`src/rtl/core/rc4_pkg.sv`:
```
package rc4_pkg;

    localparam int unsigned BYTE_W     = 8;
    localparam int unsigned PERM_DEPTH = 256;

    // codes carried in s_axis tuser
    localparam logic OP_KEY  = 1'b0;
    localparam logic OP_DATA = 1'b1;

    typedef enum logic [3:0] {
        DP_NONE,
        DP_FILL,
        DP_KEY,
        DP_DATA_I,
        DP_DATA_J,
        DP_DATA_SW,
        DP_DATA_KS,
        DP_KS_RD,
        DP_KS_ACC,
        DP_KS_SW1,
        DP_KS_SW2
    } t_dp_op;

    typedef struct packed {
        logic n_max;
        logic can_take;
    } t_dp_stat;

endpackage

```
`src/rtl/core/rc4_datapath.sv`:
```
module rc4_datapath #(
    parameter int unsigned KEY_DEPTH = 256
) (
    input  logic              i_clk,
    input  logic              i_rst_n,
    input  rc4_pkg::t_dp_op   i_cmd,
    input  logic [7:0]        i_value,
    input  logic              i_last,
    input  logic              i_out_ready,
    output rc4_pkg::t_dp_stat o_stat,
    output logic              o_out_valid,
    output logic [7:0]        o_out_data,
    output logic              o_out_last
);
    import rc4_pkg::*;

    localparam int unsigned KW = (KEY_DEPTH > 1) ? $clog2(KEY_DEPTH) : 1;
    localparam int unsigned CW = $clog2(KEY_DEPTH + 1);
    localparam int unsigned CX = CW + 1;

    logic [BYTE_W-1:0] r_perm_mem [PERM_DEPTH];
    logic [BYTE_W-1:0] r_key_mem  [KEY_DEPTH];

    logic [BYTE_W-1:0] r_prd;
    logic [BYTE_W-1:0] r_krd;

    logic [BYTE_W-1:0] r_i;
    logic [BYTE_W-1:0] r_j;
    logic [BYTE_W-1:0] r_n;
    logic [BYTE_W-1:0] r_acc;
    logic [KW-1:0]     r_kpos;
    logic [CW-1:0]     r_kcnt;
    logic [BYTE_W-1:0] r_val;
    logic              r_last;
    logic [BYTE_W-1:0] r_si;
    logic [BYTE_W-1:0] r_sj;
    logic              r_t_i;
    logic              r_t_j;
    logic [BYTE_W-1:0] r_ks;
    logic              r_ks_last;
    logic              r_pend;
    logic              r_m_valid;
    logic [BYTE_W-1:0] r_m_data;
    logic              r_m_last;

    logic [BYTE_W-1:0] rd_addr;
    logic              wr_en;
    logic [BYTE_W-1:0] wr_addr;
    logic [BYTE_W-1:0] wr_data;
    logic [BYTE_W-1:0] acc_sum;
    logic [BYTE_W-1:0] j_sum;
    logic [BYTE_W-1:0] t_sum;
    logic [BYTE_W-1:0] ks;
    logic              key_full;
    logic [CX-1:0]     kpos_inc;
    logic              out_move;
    logic              n_max;

    assign acc_sum  = r_acc + r_krd + r_prd;
    assign j_sum    = r_j + r_prd;
    assign t_sum    = r_si + r_prd;
    // entries of the swap in progress are not yet visible on the read port
    assign ks       = r_t_i ? r_sj : (r_t_j ? r_si : r_prd);
    assign key_full = (r_kcnt == CW'(KEY_DEPTH));
    assign kpos_inc = CX'(r_kpos) + CX'(1);
    assign out_move = r_pend && (!r_m_valid || i_out_ready);
    assign n_max    = (r_n == BYTE_W'(PERM_DEPTH - 1));

    assign o_stat.n_max    = n_max;
    assign o_stat.can_take = !r_pend || !r_m_valid || i_out_ready;
    assign o_out_valid     = r_m_valid;
    assign o_out_data      = r_m_data;
    assign o_out_last      = r_m_last;

    always_comb begin
        rd_addr = r_n;
        wr_en   = 1'b0;
        wr_addr = r_n;
        wr_data = r_n;
        case (i_cmd)
            DP_FILL: begin
                wr_en = 1'b1;
            end
            DP_DATA_I: begin
                rd_addr = r_i + BYTE_W'(1);
            end
            DP_DATA_J: begin
                rd_addr = j_sum;
            end
            DP_DATA_SW: begin
                rd_addr = t_sum;
                wr_en   = 1'b1;
                wr_addr = r_i;
                wr_data = r_prd;
            end
            DP_DATA_KS: begin
                wr_en   = 1'b1;
                wr_addr = r_j;
                wr_data = r_si;
            end
            DP_KS_ACC: begin
                rd_addr = acc_sum;
            end
            DP_KS_SW1: begin
                wr_en   = 1'b1;
                wr_addr = r_n;
                wr_data = r_prd;
            end
            DP_KS_SW2: begin
                wr_en   = 1'b1;
                wr_addr = r_acc;
                wr_data = r_si;
            end
            default: begin
                wr_en = 1'b0;
            end
        endcase
    end

    always_ff @(posedge i_clk) begin
        r_prd <= r_perm_mem[rd_addr];
        if (wr_en) begin
            r_perm_mem[wr_addr] <= wr_data;
        end
    end

    always_ff @(posedge i_clk) begin
        r_krd <= r_key_mem[r_kpos];
        if (i_cmd == DP_KEY && !key_full) begin
            r_key_mem[r_kcnt[KW-1:0]] <= i_value;
        end
    end

    always_ff @(posedge i_clk) begin
        if (!i_rst_n) begin
            r_i       <= '0;
            r_j       <= '0;
            r_n       <= '0;
            r_kcnt    <= '0;
            r_pend    <= 1'b0;
            r_m_valid <= 1'b0;
        end else begin
            case (i_cmd)
                DP_FILL: begin
                    r_n <= r_n + BYTE_W'(1);
                end
                DP_KEY: begin
                    if (!key_full) begin
                        r_kcnt <= r_kcnt + CW'(1);
                    end
                end
                DP_DATA_I: begin
                    r_i <= r_i + BYTE_W'(1);
                end
                DP_DATA_J: begin
                    r_j <= j_sum;
                end
                DP_KS_SW2: begin
                    r_n <= r_n + BYTE_W'(1);
                    if (n_max) begin
                        r_i    <= '0;
                        r_j    <= '0;
                        r_kcnt <= '0;
                    end
                end
                default: begin
                    r_n <= r_n;
                end
            endcase

            if (i_cmd == DP_DATA_KS) begin
                r_pend <= 1'b1;
            end else if (out_move) begin
                r_pend <= 1'b0;
            end

            if (out_move) begin
                r_m_valid <= 1'b1;
            end else if (i_out_ready) begin
                r_m_valid <= 1'b0;
            end
        end
    end

    always_ff @(posedge i_clk) begin
        case (i_cmd)
            DP_KEY: begin
                if (i_last) begin
                    r_acc  <= '0;
                    r_kpos <= '0;
                end
            end
            DP_DATA_I: begin
                r_val  <= i_value;
                r_last <= i_last;
            end
            DP_DATA_J: begin
                r_si <= r_prd;
            end
            DP_DATA_SW: begin
                r_sj  <= r_prd;
                r_t_i <= (t_sum == r_i);
                r_t_j <= (t_sum == r_j);
            end
            DP_DATA_KS: begin
                r_ks      <= r_val ^ ks;
                r_ks_last <= r_last;
            end
            DP_KS_ACC: begin
                r_acc <= acc_sum;
                r_si  <= r_prd;
            end
            DP_KS_SW2: begin
                // key bytes are used cyclically over the stored length
                if (kpos_inc >= CX'(r_kcnt)) begin
                    r_kpos <= '0;
                end else begin
                    r_kpos <= kpos_inc[KW-1:0];
                end
            end
            default: begin
                r_val <= r_val;
            end
        endcase
        if (out_move) begin
            r_m_data <= r_ks;
            r_m_last <= r_ks_last;
        end
    end

endmodule

```
`config.mk`:
```
export PLATFORM = sky130hd
export DESIGN_NAME = rc4_datapath
export DESIGN_NICKNAME = d
export VERILOG_FILES = /design/src/rtl/core/rc4_pkg.sv /design/src/rtl/core/rc4_datapath.sv
export SDC_FILE = /design/constraint.sdc
export NUM_CORES = 2
export LEC_CHECK = 0
export BUFFER_PORTS_ARGS = -buffer_cell sky130_fd_sc_hd__clkbuf_2
export CELL_PAD_IN_SITES_DETAIL_PLACEMENT = 0
export CELL_PAD_IN_SITES_GLOBAL_PLACEMENT = 2
export CORE_ASPECT_RATIO = 1.25
export CORE_UTILIZATION = 48
export DETAILED_ROUTE_END_ITERATION = 8
export MAX_ROUTING_LAYER = met4
export PLACE_DENSITY_LB_ADDON = 0.1
export SYNTH_ARGS = -nofsm -noshare
export SYNTH_HDL_FRONTEND = slang
export SYNTH_SLANG_ARGS = --single-unit
```
`constraint.sdc`:
```
create_clock -name i_clk -period 7.56 [get_ports i_clk]
set_input_delay 0.756 -clock i_clk [delete_from_list [all_inputs] [get_ports i_clk]]
set_output_delay 0.756 -clock i_clk [all_outputs]
set_load 0.005 [all_outputs]
```
Word level (Yosys, flattened, before mapping) --
Memories as Yosys holds them, arrays and structs flattened. A register that Yosys moved wholly into a read port is not among the register bits. Cells that the tools add are included.
Storage, ports and cells: flip-flop bits (word level) 96, word-level logic and storage cells 94, memories kept 2, RAM bits 4096, output and inout bits 12
Memories:
- r_key_mem | words 256, bits a word 8, read ports 1, clocked after memory_dff 1, write ports 1, line rc4_datapath.sv:22 | logic [BYTE_W-1:0] r_key_mem [KEY_DEPTH];
- r_perm_mem | words 256, bits a word 8, read ports 1, clocked after memory_dff 1, write ports 1, line rc4_datapath.sv:21 | logic [BYTE_W-1:0] r_perm_mem [PERM_DEPTH];
Cells by class: magnitude comparators 1, reduce and logical (&&, ||, !) cells 24, equal/unequal tests 16, bitwise gates (word level) 1, muxes and demuxes 24, $add $sub $neg 8
Operators by type and width (number):
- case mux 8 bit (2 select lines) | 5
- two-way mux 8 bit | 5
- adder 8 bit | 4
- case mux 8 bit (4 select lines) | 1
- case mux 8 bit (3 select lines) | 1
- two-way mux 9 bit | 2
- case mux 9 bit (2 select lines) | 1
- adder 8 x 1 -> 8 bit, second input constant | 2
- == test 8 bit | 2
- == test 4 x 3 -> 1 bit, second input constant | 3
- == test 4 bit, second input constant | 3
- nonzero test 2 bit | 6
- adder 8 x 1 -> 9 bit, second input constant | 1
- adder 9 x 1 -> 9 bit, second input constant | 1
- == test 9 bit, second input constant | 1
- greater-or-equal comparator 9 bit | 1
- two-way mux 1 bit | 9
- == test 4 x 2 -> 1 bit, second input constant | 2
- == test 8 bit, second input constant | 1
- AND reduction 2 bit | 4
- OR reduction 2 bit | 4
- XOR 8 bit | 1
- != test 2 bit, second input constant | 3
- OR reduction 5 bit | 1
- 5 further kinds | 10

Longest topological paths before layout --
depth after elaboration 5, depth in mapped cells 19

Worst setup path before layout --
Ideal clock, no wire load.
kind input to register, start in i_cmd[0], end mem r_perm_mem[0][0], data pin, buffers on the path 3, arrival time 4.937 ns, stages 8, slack 1.803 ns, data required time 6.740 ns, cells stage by stage buf_2 > buf_2 > nor2b_1 > nor2b_1 > clkbuf_1 > nor2_1 > nand2_1 > nand2_1
On the way: longest elaborated chain between the ends 3, elaborated cells between the ends (all ways) 7, those cells by class eq/ne (4); mux (1); reduce/logical (2)
Ends and longest elaborated chain:
- from (decl) | line rc4_datapath.sv:6 | input rc4_pkg::t_dp_op i_cmd,
- == test 4 x 3 -> 1 bit / == test 4 bit (equally long branches) | line rc4_datapath.sv:80 | case (i_cmd)
- OR reduction 2 bit (no source line)
- case mux 8 bit (2 select lines) (*) | line rc4_datapath.sv:80
- named net wr_data[0] | line rc4_datapath.sv:49 | logic [BYTE_W-1:0] wr_data;
- to (decl) | line rc4_datapath.sv:21
Mark *: on every way through the listed nets, which the timed path passes. The rest lies on a longest branch.

Worst setup path after layout --
start reg r_prd[1], read port of r_perm_mem, end reg r_prd[0], read port of r_perm_mem
On the way: longest elaborated chain between the ends 2, elaborated cells between the ends (all ways) 4, those cells by class add/sub (3); mux (1)
Ends and longest elaborated chain:
- from (decl) | line rc4_datapath.sv:24 | logic [BYTE_W-1:0] r_prd;
- adder 8 bit, on equally long branches | line rc4_datapath.sv:59, rc4_datapath.sv:60, rc4_datapath.sv:61
- case mux 8 bit (4 select lines) (*) | line rc4_datapath.sv:80
Mark *: on every way between the ends. The rest lies on a longest branch, timed or not. A chain may end at the register's enable or synchronous reset.

==> results by group <==
Run status
  • Run status: finished, violations left
  • Failing checks: max-slew violations

Route
  • Drt drc: 0
  • Detailed-router iteration count before antenna repair: 6
  • Number of DRC markers in iteration 0: 9922
  • Total number of vias: 97280
  • Routed WL per cell: 31.56 um
  • Final ANT Viol Nets: 0
  • Via density: 6.107
  • Routed wire length: 502.8 mm

Synth
  • Synth Area in XOR/XNOR: 0.3109%
  • Register area share after synthesis: 74.45%
  • Gate Count Post-Synth: 10890
  • Synth Area in Simple Gates: 8.734%
  • Most frequent cells after synthesis: edfxtp_1 (4157), nand2_1 (1771), nand3_1 (698), mux2i_1 (644), nor2_1 (637)
  • Async set-reset flop share out of synthesis: 0%
  • Yosys top cell by area: edfxtp_1
  • Most numerous cell in the Yosys netlist: edfxtp_1
  • Most used DFF post-synth: edfxtp_1
  • Post-Synth Adder-Cell Area: 0.3849%
  • Post-synthesis compound-gate area fraction: 5.827%
  • Yosys cell types: 95
  • Largest cells by area after synthesis: edfxtp_1 (74%), mux4_2 (4.2%), nand2_1 (3.9%)
  • Number of enable flip-flop cells after synthesis: 4157
  • Mapped cell area: 169000 um2
  • Ys Warns: 0
  • Largest family of logic cells by synthesized area: simple AND/OR/NAND/NOR gates
  • Syn Nets: 10960
  • Avg Cell Area, Syn: 15.52 um2
  • Mux share of post-synthesis cell area: 8.090%
  • Area share of the largest cell type after synthesis: 73.84%
  • Synth Register Bits: 4208

Timing
  • Final Slew Violations: 1
  • Final cycle utilization of the critical path: 90.29%
  • F_max: 0.1465 GHz
  • RSZ-0062 raised after global routing: false
  • Setup TNS: 0 ns
  • Hold Fails Final Rpt: 0
  • Clock Skew: 0.03267 ns
  • Worst-Margin Slew: 1.519 ns
  • Final Setup Violations: 0
  • Setup ws final: 0.7341 ns
  • Slew headroom: -1.255%
  • Min Tclk post-route: 6.826 ns

CTS
  • Post-CTS setup buffers: 0
  • Total CTS buffers: 418
  • Post-CTS sizing: 0
  • Clock-pin slew on the worst setup and hold paths: 0.07 ns
  • Root Buffer: clkbuf_16
  • Clk buf depth: 4
  • H-tree depth: 5
  • CTS tree: done
  • CTS Sinks: 4208
  • Worst skew pair latency: 0.97 ns
  • CTS Hold Bufs: 0

Global route
  • Gr busiest metal: met2
  • Remaining Overflow, GRT: 0
  • Largest net degree at the start of global routing: 178
  • Initial antenna violation count: 7
  • Met1 Use GR: 35.66%
  • Global-route wire length before repair: 718.9 mm
  • GR Util All Layers: 28.97%
  • Met3 usage: 3.423%
  • Vias in the first global route: 97280
  • Met2 GRT Util: 48.83%

Die
  • Initial core utilization: 48.22%
  • Row count: 243
  • Die width: 532.8 um
  • Die Ht: 665.5 um
  • Die footprint: 354600 um2
  • Core area: 350600 um2
  • I/O pin cnt: 28

Critical path
  • Critical path arrival: 7.55 ns
  • Setup crit end kind: flip-flop
  • Largest delay share family, worst path: compound AO/OA/AOI/OAI gates
  • Crit Path Max Fanout: 25
  • Worst path max stage delay: 0.78 ns
  • Crit-path slowest cell: a31oi_4
  • Worst Setup Start Kind: flip-flop
  • Crit path buf inv count: 4
  • Worst Setup Path Type: flip-flop to flip-flop
  • Worst path cell trace: inv_1 -> fa_1 -> inv_1 -> ha_1 -> fa_1 -> xnor2_1 -> a31oi_1 -> o22ai_1 -> buf_4 -> a31oi_4 -> buf_4 -> a311oi_1 -> o31ai_1 -> mux2i_1 -> o2111ai_1 -> nand4_1
  • Critical path required time: 8.28 ns

Final layout
  • Filler-free cell count of the finished design: 15930
  • Area growth, synth to finish: 11.65%
  • Fin nets: 10980
  • Finished layout cell area: 188700 um2
  • Layout cells sized above 1: 11.95%

Power
  • LEAKAGE: 61.84 nW
  • Worst vdd ir: 0.0002317 V
  • Power per standard cell area: 270.5 nW/um2

Placed design
  • GP Congestion: 0.8790
  • Pre-CTS worst setup slack: 0.7977 ns
  • Area after detailed placement: 175300 um2
  • HPWL after detailed placement: 300.1 mm
  • # port buffers: 27
  • Placed Cells: 15160

Run
  • Max_cap viols: 0

Worst hold path
  • Hold Crit Class: input port to flip-flop
## cell usage in the layout, fill, tap and decap left out, types with 218 or more instances in the layout
cell,synthesis,final
a21oi_1,218,218
o221ai_1,230,230
nor2_1,637,636
nand3_1,698,694
clkbuf_16,0,432
edfxtp_1,4157,4157
mux2i_1,644,644
mux4_2,317,317
nand2_1,1771,1743
buf_4,48,243
## through the flow
stage	util (%)	total power, mW	hold slack, ns
floorplan	-	28.92	0.4003
global placement	49.99	30.88	0.4310
detailed placement	50.01	30.91	0.4233
CTS	53.83	51.33	0.07426
global route	53.83	52.36	0.09845
finish	53.84	51.05	0.1306
## final cells by class
cell class / instances / area, um2
diodes: 11 / 27.53
clock buffers: 518 / 11180
clock inverters: 246 / 2221
fillers: 28190 / 161800
inverters: 95 / 361.6
multi-input cells: 5855 / 39800
flip-flops and latches: 4208 / 125900
well taps: 4655 / 5824
repair buffers: 343 / 3470
## path summary, 6_finish.rpt
check,end,slack [ns],depth (start not counted),from
max,r_prd[0]$_DFF_P_,0.73,16,r_prd[1]$_DFF_P_
min,r_last$_DFFE_PP_,0.13,1,i_last
max reg2reg,r_prd[0]$_DFF_P_,0.73,16,r_prd[1]$_DFF_P_
min reg2reg,r_ks_last$_DFFE_PP_,0.44,0,r_last$_DFFE_PP_
## state kept, by name, summed over array words and instances (netlist names), 8 cells and up
name / flops
r_key_mem: 2048
r_perm_mem: 2048
r_kcnt: 9
o_out_data: 8
r_acc: 8
r_i: 8
r_j: 8
r_kpos: 8
r_krd: 8
r_ks: 8
r_n: 8
r_prd: 8
r_si: 8
r_sj: 8
r_val: 8
## layer usage
layer / vias up / share of wire [%] / wire length (um)
met4: 0 / 4.6 / 23150
li1: 42370 / - / -
met1: 50600 / 39 / 195800
met2: 3464 / 51 / 257000
met3: 854 / 5.4 / 26910
met5: - / 0 / 0
## cell families after synthesis
| group | Yosys count |
|---|---|
| AOI/OAI and AO/OA | 1324 |
| xor gates and xnor gates | 60 |
| adders and majority gates | 46 |
| buffers and inverters | 831 |
| DFF | 4208 |
| muxes | 969 |
| and+or+nand+nor | 3456 |
## report_power, final
group	switching, mW	internal [mW]
clock network	8.85	11.8
registers	0.118	25.9
logic	3.22	1.22
total	12.2	38.9
(Power assumes the default switching activity.)
