<file path="src/rtl/core/rc4_pkg.sv">
package rc4_pkg;

    localparam int unsigned BYTE_W     = 8;
    localparam int unsigned PERM_DEPTH = 256;

    // codes carried in s_axis tuser
    localparam logic OP_KEY  = 1'b0;
    localparam logic OP_DATA = 1'b1;

    typedef enum logic [3:0] {
        DP_NONE,
        DP_FILL,
        DP_KEY,
        DP_DATA_I,
        DP_DATA_J,
        DP_DATA_SW,
        DP_DATA_KS,
        DP_KS_RD,
        DP_KS_ACC,
        DP_KS_SW1,
        DP_KS_SW2
    } t_dp_op;

    typedef struct packed {
        logic n_max;
        logic can_take;
    } t_dp_stat;

endpackage

</file>
<file path="src/rtl/core/rc4_ctrl.sv">
module rc4_ctrl (
    input  logic              i_clk,
    input  logic              i_rst_n,
    input  logic              i_valid,
    input  logic              i_op,
    input  logic              i_last,
    input  rc4_pkg::t_dp_stat i_stat,
    output logic              o_ready,
    output rc4_pkg::t_dp_op   o_cmd
);
    import rc4_pkg::*;

    typedef enum logic [9:0] {
        S_INIT = 10'b00_0000_0001,
        S_IDLE = 10'b00_0000_0010,
        S_FILL = 10'b00_0000_0100,
        S_DJ   = 10'b00_0000_1000,
        S_DSW  = 10'b00_0001_0000,
        S_DKS  = 10'b00_0010_0000,
        S_KRD  = 10'b00_0100_0000,
        S_KACC = 10'b00_1000_0000,
        S_KSW1 = 10'b01_0000_0000,
        S_KSW2 = 10'b10_0000_0000
    } t_state;

    t_state r_state;
    t_state n_state;

    always_ff @(posedge i_clk) begin
        if (!i_rst_n) begin
            r_state <= S_INIT;
        end else begin
            r_state <= n_state;
        end
    end

    always_comb begin
        n_state = r_state;
        o_cmd   = DP_NONE;
        o_ready = 1'b0;
        case (r_state)
            S_INIT: begin
                o_cmd = DP_FILL;
                if (i_stat.n_max) begin
                    n_state = S_IDLE;
                end
            end
            S_IDLE: begin
                o_ready = i_stat.can_take;
                if (i_valid && i_stat.can_take) begin
                    if (i_op == OP_DATA) begin
                        o_cmd   = DP_DATA_I;
                        n_state = S_DJ;
                    end else begin
                        o_cmd = DP_KEY;
                        if (i_last) begin
                            n_state = S_FILL;
                        end
                    end
                end
            end
            S_FILL: begin
                o_cmd = DP_FILL;
                if (i_stat.n_max) begin
                    n_state = S_KRD;
                end
            end
            S_DJ: begin
                o_cmd   = DP_DATA_J;
                n_state = S_DSW;
            end
            S_DSW: begin
                o_cmd   = DP_DATA_SW;
                n_state = S_DKS;
            end
            S_DKS: begin
                o_cmd   = DP_DATA_KS;
                n_state = S_IDLE;
            end
            S_KRD: begin
                o_cmd   = DP_KS_RD;
                n_state = S_KACC;
            end
            S_KACC: begin
                o_cmd   = DP_KS_ACC;
                n_state = S_KSW1;
            end
            S_KSW1: begin
                o_cmd   = DP_KS_SW1;
                n_state = S_KSW2;
            end
            S_KSW2: begin
                o_cmd   = DP_KS_SW2;
                n_state = i_stat.n_max ? S_IDLE : S_KRD;
            end
            default: begin
                n_state = S_INIT;
            end
        endcase
    end

endmodule

</file>
<file path="config.mk">
export PLATFORM = sky130hd
export DESIGN_NAME = rc4_ctrl
export DESIGN_NICKNAME = d
export VERILOG_FILES = /design/src/rtl/core/rc4_pkg.sv /design/src/rtl/core/rc4_ctrl.sv
export SDC_FILE = /design/constraint.sdc
export NUM_CORES = 1
export LEC_CHECK = 0
export BUFFER_PORTS_ARGS = -buffer_cell sky130_fd_sc_hd__buf_2
export CORE_MARGIN = 2
export CORE_UTILIZATION = 25
export CTS_CLUSTER_DIAMETER = 100
export DETAILED_ROUTE_END_ITERATION = 7
export MAX_ROUTING_LAYER = met4
export PLACE_DENSITY = 0.4
export SYNTH_ARGS = -nofsm -noshare
export SYNTH_HDL_FRONTEND = slang
export SYNTH_SLANG_ARGS = --single-unit
</file>
<file path="constraint.sdc">
create_clock -name i_clk -period 3.72 [get_ports i_clk]
set_input_delay 0.744 -clock i_clk [delete_from_list [all_inputs] [get_ports i_clk]]
set_output_delay 0.744 -clock i_clk [all_outputs]
set_load 0.02 [all_outputs]
</file>
; ---- Yosys cells after proc, flatten, opt, wreduce, memory -nomap -nowiden
; Index checks and enable logic that the tools add are counted.
[totals]
word_cells = 29
regBits = 10
output_inout_bits = 5
inputBits = 7
[op_classes]
muxes = 11
reduce_logical = 3
n_eq_ne = 14
[op_table]
columns = op, n
row1 = $pmux W10 S10, 1
row2 = $mux W10, 5
row3 = $pmux W4 S9, 1
row4 = $eq A10 B1 Y1 const B, 1
row5 = $eq A10 B10 Y1 const B, 1
row6 = $eq A10 B2 Y1 const B, 1
row7 = $eq A10 B3 Y1 const B, 1
row8 = $eq A10 B4 Y1 const B, 1
row9 = $eq A10 B5 Y1 const B, 1
row10 = $eq A10 B6 Y1 const B, 1
row11 = $eq A10 B7 Y1 const B, 1
row12 = $eq A10 B8 Y1 const B, 1
row13 = $eq A10 B9 Y1 const B, 1
row14 = $mux W7, 1
row15 = $ne A2 B2 Y1 const B, 3
row16 = $reduce_and A4 Y1, 1
row17 = $ne A3 B3 Y1 const B, 1
row18 = $mux W1, 2
row19 = $mux W2, 1
row20 = $reduce_or A2 Y1, 1
row21 = $logic_and A1 B1 Y1, 1

; ---- Longest topological paths before layout
; Gate-level depths: netlist of run 1.
[depth]
ltp_word = 4
depth_mapped = 6

; ---- Worst setup path after synthesis of run 1
; No wires, ideal clock.
[synth_timing]
path_type = register to output
from = register r_state[2]
to = output o_cmd[0]
required_time_ns = 2.976
arrival_time_ns = 1.703
slack_ns = 1.273
path_stages_with_launch = 7
cell_sequence = dfxtp_1 buf_6 nor3_4 nand2b_2 or3_4 or4_1 nand4_1
[synth_via]
elab_chain_len = 3
word_cells_on_any_way = 12
cone_classes = eq/ne: 10 / mux: 1 / reduce/logical: 1
[synth_lines]
columns = item, line_no
row1 = from (decl), rc4_ctrl.sv:26  ; t_state r_state;
row2 = from (signal assigned), rc4_ctrl.sv:33  ; r_state <= n_state;
row3 = $eq A10 B3 Y1 or $eq A10 B1 Y1 (tied branches), rc4_ctrl.sv:41  ; case (r_state)
row4 = $reduce_or A2 Y1 (no line), n/a
row5 = $pmux W4 S9 (*), rc4_ctrl.sv:41
row6 = to (decl), rc4_ctrl.sv:9  ; output rc4_pkg::t_dp_op o_cmd
; Mark *: on every way between the ends. The rest lies on a longest branch, timed or not.

; ---- Worst setup path after layout of run 1
; Same ends and word-level chain as after synthesis.

==> impl_metrics.py, run 1 <==
metrics = {
    "cts": {
        "max-clock-path-buffers": 2,
        "clk_latency_ns": 0.27,
        "cts_post_setup_buffers_inserted": 0,
        "clk_transition_reported_paths_ns": 0.07,
        "htree_num_levels": 1,
        "clk_root_buffer_cell": "sky130_fd_sc_hd__clkbuf_4",
        "tritoncts": "built",
        "clock-sinks": 10,
        "ctsResizeCount": 0,
        "cts_hold_buffers": 0,
        "cts_inserted_buffers": 3,
    },
    "timing": {
        "rsz0062_at_grt": "false",
        "period_share": 0.793,
        "worst_max_slew_pin_slew_ns": 0.441,
        "finalMaxSlewViolations": 0,
        "maxClockFrequency_ghz": 0.339,
        "finalHoldViolations": 0,
        "clock_skew_after_layout_ns": 0.00487,
        "tns_ns": 0,
        "relSlewSlack": 0.705,
        "timing.final.crit_period_ns": 2.95,
        "report.final.setup_viol": 0,
    },
    "cells_and_area": {
        "design.final.nets": 101,
        "antennaDiodeCount": 0,
        "mostFrequentLayoutCell": "sky130_fd_sc_hd__buf_2",
        "layout.cells.non_filler": 123,
        "layout_common_cells": "11 x sky130_fd_sc_hd__buf_2, 10 x sky130_fd_sc_hd__nor2_1, 10 x sky130_fd_sc_hd__dfxtp_1",
        "area_growth_syn_to_layout_pct": 14.6,
        "largest_register_ff_count": 10,
        "drive_above_1_share": 0.247,
        "registers_with_the_most_flip_flops": "r_state x10",
        "regMostFlops": "r_state",
    },
    "routing": {
        "vias": 608,
        "antenna_left": 0,
        "drc_errors": 0,
        "detailedRoute.firstIterationViolations": 12,
        "routed_wl_um": 1760,
        "post_drt_wl_per_cell_um": 14.3,
        "routed_via_density": 4.94,
        "detail_route.first_pass.iterations": 4,
    },
    "synthesis": {
        "synth-main-ff-cell": "sky130_fd_sc_hd__dfxtp_1",
        "post_synth_num_cell_types": 40,
        "ys_async_sr_fraction": 0,
        "synth-seq-cells": 10,
        "synthCells": 83,
        "synth_sequential_area_ratio": 0.292,
        "synth_area_um2": 686,
        "avgSynthCellArea_um2": 8.26,
        "yosysWarningCount": 0,
        "synth_nets": 90,
        "synth_edf_count": 0,
    },
    "power_and_ir_drop": {
        "p_int_w": 0.000256,
        "share_comb_of_total_power": 0.409,
        "vdd_drop_max_uv": 190,
        "clock_power_share": 0.241,
        "switching_power_w": 0.000167,
        "netSwitchingFraction": 0.395,
        "power.leakage_nw": 0.295,
        "pwr-share-seq": 0.350,
        "power_density_nw_per_um2": 538,
    },
    "setup_path": {
        "crit_type": "reg -> out",
        "cp-start-kind": "register",
        "critical_path.cell_chain": "nor3_4 > nand2b_2 > or3_4 > or4_1 > nand4_1 > buf_2",
        "endpoint_kind": "output pin",
        "critical_path_required_ns": 2.98,
        "cpMaxStageDelayCell": "sky130_fd_sc_hd__or4_1",
        "max_stage_delay_ns": 0.49,
        "crit_arrival_ns": 2.21,
        "worst_path_maximum_fanout": 7,
    },
    "floorplan": {
        "start_util": 0.269,
        "die_h_um": 56.4,
        "fp-row-count": 18,
        "ios": 12,
        "die_w_um": 56.4,
        "core_area_um2": 2540,
        "area_enclosed_by_the_die_boundary_um2": 3180,
    },
    "placement": {
        "routabilityCongestion": 0.708,
        "detail_placement_hpwl_um": 1360,
        "number_of_placed_instances_taps_included": 119,
        "port-buffer-count": 11,
    },
    "grt": {
        "grt_max_degree": 10,
        "overflow_left_after_global_routing": 0,
        "antenna_violations_before_repair": 0,
        "first_global_vias": 655,
        "global_route.usage.total": 0.129,
        "wire_length_of_the_first_global_routing_pass_um": 3080,
    },
    "min_path": {
        "hold_path_class": "reg -> reg",
    },
    "flow_run": {
        "max_cap_violations": 0,
    },
    "run_status": {
        "run_status": "finished clean",
    },
}
==> power by group through the flow <==
stage | registers [W] | clock network, W | logic (W)
finish | 0.000148 | 0.000102 | 0.000173
floorplan | 0.000129 | 0 | 0.000152
global placement | 0.000152 | 0 | 0.000174
global route | 0.000151 | 0.000110 | 0.000193
CTS | 0.000149 | 0.000104 | 0.000175
detailed placement | 0.000152 | 0 | 0.000173
==> logic make-up (layout without fill, tap and decap cells) <==
kind of cell,count (synthesis),count (layout),synth area share
buffers and inverters,7,17,0.0529
AO/OA/AOI/OAI,11,11,0.131
flip-flops,10,10,0.292
XOR/XNOR,5,5,0.0639
multiplexers,1,1,0.0146
AND/OR/NAND/NOR,49,49,0.445
==> path summary, 6_finish.rpt <==
| check | depth (start not counted) | startpoint | endpoint | slack, ns |
|---|---|---|---|---|
| max | 6 | r_state[2] | o_cmd[0] | 0.77 |
| min reg2reg | 1 | r_state[3] | r_state[4] | 0.57 |
| max reg2reg | 5 | r_state[3] | r_state[3] | 1.90 |
| min | 1 | r_state[3] | r_state[4] | 0.57 |
==> metrics by stage <==
stage	hold WS (ns)	setup slack [ns]	cell area [µm²]	utilization	total power, W
6_report	0.573	0.769	786	0.309	0.000422
5_1_grt	0.595	0.618	786	0.309	0.000453
4_1_cts	0.569	0.763	786	0.309	0.000428
3_5_place_dp	0.561	1.07	749	0.294	0.000324
3_3_place_gp	0.551	1.05	749	0.294	0.000326
2_1_floorplan	0.513	1.27	686	-	0.000281
==> per-layer routing <==
layer	track usage	part of all wire	up-vias
met5	-	0	-
met4	0.0306	0.0085	0
met3	0.0553	0.066	2
met2	0.200	0.45	16
met1	0.155	0.47	270
li1	-	-	320
==> final cells by class <==
type                       count  area, µm²
fill                         295       1760
timing repair buffer          11       55.1
multi-input combinational     66        449
sequential                    10        200
tap                           30       37.5
clock buffer                   4       36.3
inverter                       2       7.51
==> synth_stat cells, drive strengths merged (2+ instances only) <==
library cell | number | area (µm²)
nand3b | 3 | 22.5
nand3 | 3 | 15.0
xor2 | 2 | 17.5
buf | 3 | 21.3
nand2 | 7 | 26.3
or2 | 2 | 12.5
nand2b | 2 | 15.0
dfxtp | 10 | 200
nor3 | 5 | 36.3
nand4 | 4 | 25.0
nor4 | 3 | 25.0
and2 | 2 | 12.5
inv | 2 | 7.51
clkbuf | 2 | 7.51
nor2 | 10 | 37.5
nor4bb | 2 | 20.0
xnor2 | 3 | 26.3
==> critical path: cells and delay by family (launching register included) <==
family	cells	cell delay, ns
buffers and inverters	1	0.17
DFF	1	0.43
and+or+nand+nor	5	1.33
Note: power is estimated with default switching activity, not from simulation.
==> run 2, diff against run 1 <==
--- a/config.mk
+++ b/config.mk
@@ -11,7 +11,7 @@
 export CTS_CLUSTER_DIAMETER = 100
 export DETAILED_ROUTE_END_ITERATION = 7
 export MAX_ROUTING_LAYER = met4
-export PLACE_DENSITY = 0.4
+export PLACE_DENSITY = 0.41
 export SYNTH_ARGS = -nofsm -noshare
 export SYNTH_HDL_FRONTEND = slang
 export SYNTH_SLANG_ARGS = --single-unit
==> constraint.sdc (replaced) <==
create_clock -name i_clk -period 2.5 [get_ports i_clk]
set_input_delay 0.5 -clock i_clk [delete_from_list [all_inputs] [get_ports i_clk]]
set_output_delay 0.5 -clock i_clk [all_outputs]
set_load 0.02 [all_outputs]
==> impl_metrics.py, run 2 (same netlist as run 1, synthesis figures left out) <==
metrics = {
    "setup_path": {
        "worst_path_maximum_fanout": 4,
        "max_stage_delay_ns": 0.49,
        "crit_arrival_ns": 2.00,
        "endpoint_kind": "output pin",
        "cp-start-kind": "register",
        "critical_path_buf_inv_count": 1,
        "cpMaxStageDelayCell": "sky130_fd_sc_hd__or4_4",
        "crit_family": "simple AND/OR/NAND/NOR gates",
        "critical_path_required_ns": 2.00,
        "critical_path.cell_chain": "nor3_4 > nand2b_4 > or3_4 > or4_4 > nand4_1 > buf_4",
        "crit_type": "reg -> out",
    },
    "timing": {
        "relSlewSlack": 0.716,
        "whs_ns": 0.462,
        "clock_skew_after_layout_ns": 0.00649,
        "period_share": 0.999,
        "report.final.setup_viol": 0,
        "maxClockFrequency_ghz": 0.401,
        "worst_max_slew_pin_slew_ns": 0.425,
        "tns_ns": 0,
        "finalHoldViolations": 0,
        "rsz0062_at_grt": "true",
        "timing.final.crit_period_ns": 2.50,
        "finalMaxSlewViolations": 0,
    },
    "floorplan": {
        "area_enclosed_by_the_die_boundary_um2": 3180,
        "fp-row-count": 18,
        "die_h_um": 56.4,
        "core_area_um2": 2540,
        "ios": 12,
        "start_util": 0.269,
        "die_w_um": 56.4,
    },
    "cells_and_area": {
        "multiInputGateArea_um2": 475,
        "regMostFlops": "r_state",
        "design.final.nets": 112,
        "largest_register_ff_count": 10,
        "fillers": 277,
        "registers_with_the_most_flip_flops": "r_state x10",
        "mostFrequentLayoutCell": "sky130_fd_sc_hd__buf_4",
        "register_area_um2": 205,
        "drive_above_1_share": 0.375,
        "area_growth_syn_to_layout_pct": 31.6,
        "layout_common_cells": "12 x sky130_fd_sc_hd__buf_4, 10 x sky130_fd_sc_hd__nor2_1, 10 x sky130_fd_sc_hd__buf_2",
        "final_core_util": 0.354,
        "antennaDiodeCount": 0,
        "layout.cells.non_filler": 134,
    },
    "power_and_ir_drop": {
        "power.leakage_nw": 0.364,
        "vdd_drop_max_uv": 442,
        "power_density_nw_per_um2": 770,
    },
    "cts": {
        "clk_transition_reported_paths_ns": 0.08,
        "tritoncts": "built",
        "cts_hold_buffers": 0,
        "clk_latency_ns": 0.26,
        "clock-sinks": 10,
        "clk_root_buffer_cell": "sky130_fd_sc_hd__clkbuf_4",
        "htree_num_levels": 1,
        "max-clock-path-buffers": 2,
        "cts_inserted_buffers": 3,
    },
    "routing": {
        "post_drt_wl_per_cell_um": 13.7,
        "detail_route.first_pass.iterations": 5,
        "routed_wl_um": 1840,
        "drc_errors": 0,
        "routed_via_density": 5.08,
        "detailedRoute.firstIterationViolations": 10,
        "vias": 681,
        "antenna_left": 0,
    },
    "grt": {
        "first_global_vias": 673,
        "grt_max_degree": 9,
        "wire_length_of_the_first_global_routing_pass_um": 3080,
        "global_route.usage.total": 0.127,
        "overflow_left_after_global_routing": 0,
        "antenna_violations_before_repair": 0,
    },
    "min_path": {
        "hold_path_class": "in -> reg",
    },
    "flow_run": {
        "max_cap_violations": 0,
    },
    "placement": {
        "port-buffer-count": 11,
        "routabilityCongestion": 0.770,
        "number_of_placed_instances_taps_included": 128,
        "detail_placement_hpwl_um": 1450,
    },
    "run_status": {
        "run_status": "finished clean",
    },
}
-- run 2: cell types whose count changed in the layout (fill, tap and decap cells not counted), sizes merged --
cell,previous run,this run
buf,11,22
-- run 2: metal layers --
metal | up-vias | track usage | share of wire
met5 | - | - | 0
met1 | 322 | 0.161 | 0.45
li1 | 352 | - | -
met2 | 5 | 0.200 | 0.52
met4 | 0 | 0.0612 | 0.016
met3 | 2 | 0.0161 | 0.013
-- run 2: through the flow --
step / area (µm²) / setup WS [ns] / power [W]
6_report: 902 / 0.00366 / 0.000694
5_1_grt: 902 / -0.0769 / 0.000746
4_1_cts: 877 / 0.00570 / 0.000690
3_5_place_dp: 817 / 0.261 / 0.000502
3_3_place_gp: 817 / 0.272 / 0.000503
2_1_floorplan: 686 / 0.297 / 0.000418
-- run 2: what timing repair did --
action	CTS	global route
setup endpoints to repair	1	3
pin swaps	1	1
hold endpoints to repair	0	0
buffers inserted	2	0
gates cloned	0	0
resized for setup	3	6
-- run 2: cell type report --
type,instances,share of cell area
clock buffer,4,0.0402
inverter,2,0.00832
multi-input combinational,66,0.527
sequential,10,0.227
tap,30,0.0416
timing repair buffer,22,0.155
-- run 2: path summary, 6_finish.rpt --
check	start	end	slack, ns	cells after the start
setup / recovery	r_state[1]	o_cmd[0]	0.004	6
setup reg to reg	r_state[4]	r_state[9]	0.80	6
hold / removal	i_rst_n	r_state[0]	0.46	2
hold reg to reg	r_state[6]	r_state[7]	0.54	2
-- run 2: worst reg2reg max path, stage by stage, from the launching register on --
cell	delay (ns)
sky130_fd_sc_hd__dfxtp_1	0.38
sky130_fd_sc_hd__nor4_4	0.30
sky130_fd_sc_hd__nand3b_1	0.18
sky130_fd_sc_hd__buf_4	0.19
sky130_fd_sc_hd__or2_1	0.27
sky130_fd_sc_hd__nand2_1	0.19
sky130_fd_sc_hd__nor4bb_1	0.08
-- run 2: power by group --
part | switching, W | total, W | internal [W]
Clock | 0.0000599 | 0.000148 | 0.0000883
Sequential | 0.0000159 | 0.000196 | 0.000180
Combinational | 0.000182 | 0.000351 | 0.000169
==> run 3, diff against run 2 <==
--- a/config.mk
+++ b/config.mk
@@ -5,6 +5,7 @@
 export SDC_FILE = /design/constraint.sdc
 export NUM_CORES = 1
 export LEC_CHECK = 0
+export ABC_AREA = 1
 export BUFFER_PORTS_ARGS = -buffer_cell sky130_fd_sc_hd__buf_2
 export CORE_MARGIN = 2
 export CORE_UTILIZATION = 25
==> impl_metrics.py, run 3 <==
metrics = {
    "run_status": {
        "run_status": "finished clean",
    },
    "synthesis": {
        "ys_async_sr_fraction": 0,
        "synth_area_um2": 766,
        "synthTopCellsByCount": "19 x sky130_fd_sc_hd__inv_1, 19 x sky130_fd_sc_hd__nand2_1, 10 x sky130_fd_sc_hd__dfxtp_1, 10 x sky130_fd_sc_hd__nor2_1, 8 x sky130_fd_sc_hd__nor2_2",
        "synth_sequential_area_ratio": 0.261,
        "yosysWarningCount": 0,
        "synth_nets": 112,
        "avgSynthCellArea_um2": 7.29,
        "synth_top_area_share": 0.261,
        "synth.area.top_cells": "sky130_fd_sc_hd__dfxtp_1 26%, sky130_fd_sc_hd__inv_1 9.3%, sky130_fd_sc_hd__nand2_1 9.3%, sky130_fd_sc_hd__nor2_2 6.5%, sky130_fd_sc_hd__nand2_4 5.9%",
        "synth_edf_count": 0,
        "post_synth_num_cell_types": 24,
        "synth-seq-cells": 10,
        "yosysTopAreaCell": "sky130_fd_sc_hd__dfxtp_1",
        "synthCells": 105,
        "synth-main-ff-cell": "sky130_fd_sc_hd__dfxtp_1",
    },
    "power_and_ir_drop": {
        "power.leakage_nw": 0.466,
        "vdd_drop_max_uv": 433,
        "fin_total_pwr_w": 0.000956,
        "power_density_nw_per_um2": 1080,
    },
    "cells_and_area": {
        "drive_above_1_share": 0.370,
        "area_growth_syn_to_layout_pct": 15.5,
        "regMostFlops": "r_state",
        "layout_common_cells": "19 x sky130_fd_sc_hd__nand2_1, 19 x sky130_fd_sc_hd__inv_1, 11 x sky130_fd_sc_hd__buf_2",
        "antennaDiodeCount": 0,
        "design.final.nets": 128,
        "final_core_util": 0.297,
        "largest_register_ff_count": 10,
        "registers_with_the_most_flip_flops": "r_state x10",
    },
    "routing": {
        "detailedRoute.firstIterationViolations": 25,
        "drc_errors": 0,
        "antenna_left": 0,
        "routed_via_density": 4.68,
        "post_drt_wl_per_cell_um": 11.2,
        "vias": 712,
        "routed_wl_um": 1710,
        "detail_route.first_pass.iterations": 4,
    },
    "grt": {
        "first_global_vias": 653,
        "grt_max_degree": 8,
        "global_route.usage.total": 0.114,
        "antenna_violations_before_repair": 0,
        "wire_length_of_the_first_global_routing_pass_um": 2860,
        "overflow_left_after_global_routing": 0,
    },
    "cts": {
        "clock-sinks": 10,
        "clk_root_buffer_cell": "sky130_fd_sc_hd__clkbuf_4",
        "cts_inserted_buffers": 3,
        "ctsResizeCount": 0,
        "cts_hold_buffers": 0,
        "clk_latency_ns": 0.27,
        "cts_post_setup_buffers_inserted": 0,
        "htree_num_levels": 1,
        "tritoncts": "built",
        "clk_transition_reported_paths_ns": 0.07,
        "max-clock-path-buffers": 2,
    },
    "timing": {
        "timing.final.crit_period_ns": 2.20,
        "rsz0062_at_grt": "false",
        "finalHoldViolations": 0,
        "finalMaxSlewViolations": 0,
        "worst_max_slew_pin_slew_ns": 0.312,
        "period_share": 0.881,
        "tns_ns": 0,
        "maxClockFrequency_ghz": 0.454,
        "whs_ns": 0.454,
        "report.final.setup_viol": 0,
        "post-route-worst-setup-slack_ns": 0.298,
        "relSlewSlack": 0.792,
        "clock_skew_after_layout_ns": 0.00874,
    },
    "placement": {
        "routabilityCongestion": 0.797,
        "detail_placement_hpwl_um": 1430,
        "placement.setup.worst_slack_ns": 0.587,
        "port-buffer-count": 11,
    },
    "floorplan": {
        "core_area_um2": 2980,
        "ios": 12,
        "fp-row-count": 20,
        "die_h_um": 59.3,
        "start_util": 0.257,
        "die_w_um": 59.3,
        "area_enclosed_by_the_die_boundary_um2": 3520,
    },
    "setup_path": {
        "critical_path_required_ns": 2.00,
        "worst_path_maximum_fanout": 4,
        "crit_arrival_ns": 1.70,
        "crit_type": "reg -> out",
        "endpoint_kind": "output pin",
        "cp-start-kind": "register",
    },
    "flow_run": {
        "max_cap_violations": 0,
    },
    "min_path": {
        "hold_path_class": "in -> reg",
    },
}
-- run 3: metrics by stage --
step | instances | instance area [µm²]
2_1_floorplan | 105 | 766
3_3_place_gp | 149 | 862
3_5_place_dp | 149 | 862
4_1_cts | 152 | 885
5_1_grt | 152 | 885
6_report | 152 | 885
-- run 3: critical path, stage by stage, from the launching register on --
cell                      delay [ns]
sky130_fd_sc_hd__dfxtp_1        0.34
sky130_fd_sc_hd__nor2_4         0.18
sky130_fd_sc_hd__nand2_4        0.10
sky130_fd_sc_hd__nor2_8         0.14
sky130_fd_sc_hd__nand2_4        0.07
sky130_fd_sc_hd__or3_4          0.34
sky130_fd_sc_hd__nand4_1        0.09
sky130_fd_sc_hd__buf_2          0.17
-- run 3: logic make-up after synthesis --
group,count (synthesis),synth area share
AOI/OAI and AO/OA,4,0.0343
buffers and inverters,21,0.106
and+or+nand+nor,70,0.598
DFF,10,0.261
-- run 3: area by class of cell --
type | count | area (µm²)
Multi-Input combinational cell | 74 | 484
Clock buffer | 3 | 22.5
Fill cell | 328 | 2090
Sequential cell | 10 | 200
Tap cell | 33 | 41.3
Inverter | 21 | 81.3
Timing Repair Buffer | 11 | 55.1
-- run 3: routing by layer --
metal  global-route usage  part of all wire
met5                    -                 0
met4               0.0812             0.033
met1                0.144              0.45
met3               0.0175             0.036
met2                0.165              0.48
-- run 3: worst paths after layout --
check | start | end | slack [ns] | cells after the start
hold reg to reg | r_state[0] | r_state[0] | 0.50 | 2
setup / recovery | r_state[9] | o_cmd[0] | 0.30 | 7
hold / removal | i_rst_n | r_state[0] | 0.45 | 2
setup reg to reg | r_state[2] | r_state[1] | 1.10 | 9
-- run 3: report_power, final --
| group | internal, W | switching [W] |
|---|---|---|
| combinational | 0.000202 | 0.000408 |
| clock | 0.0000557 | 0.0000591 |
| sequential | 0.000197 | 0.0000341 |
| total | 0.000455 | 0.000501 |
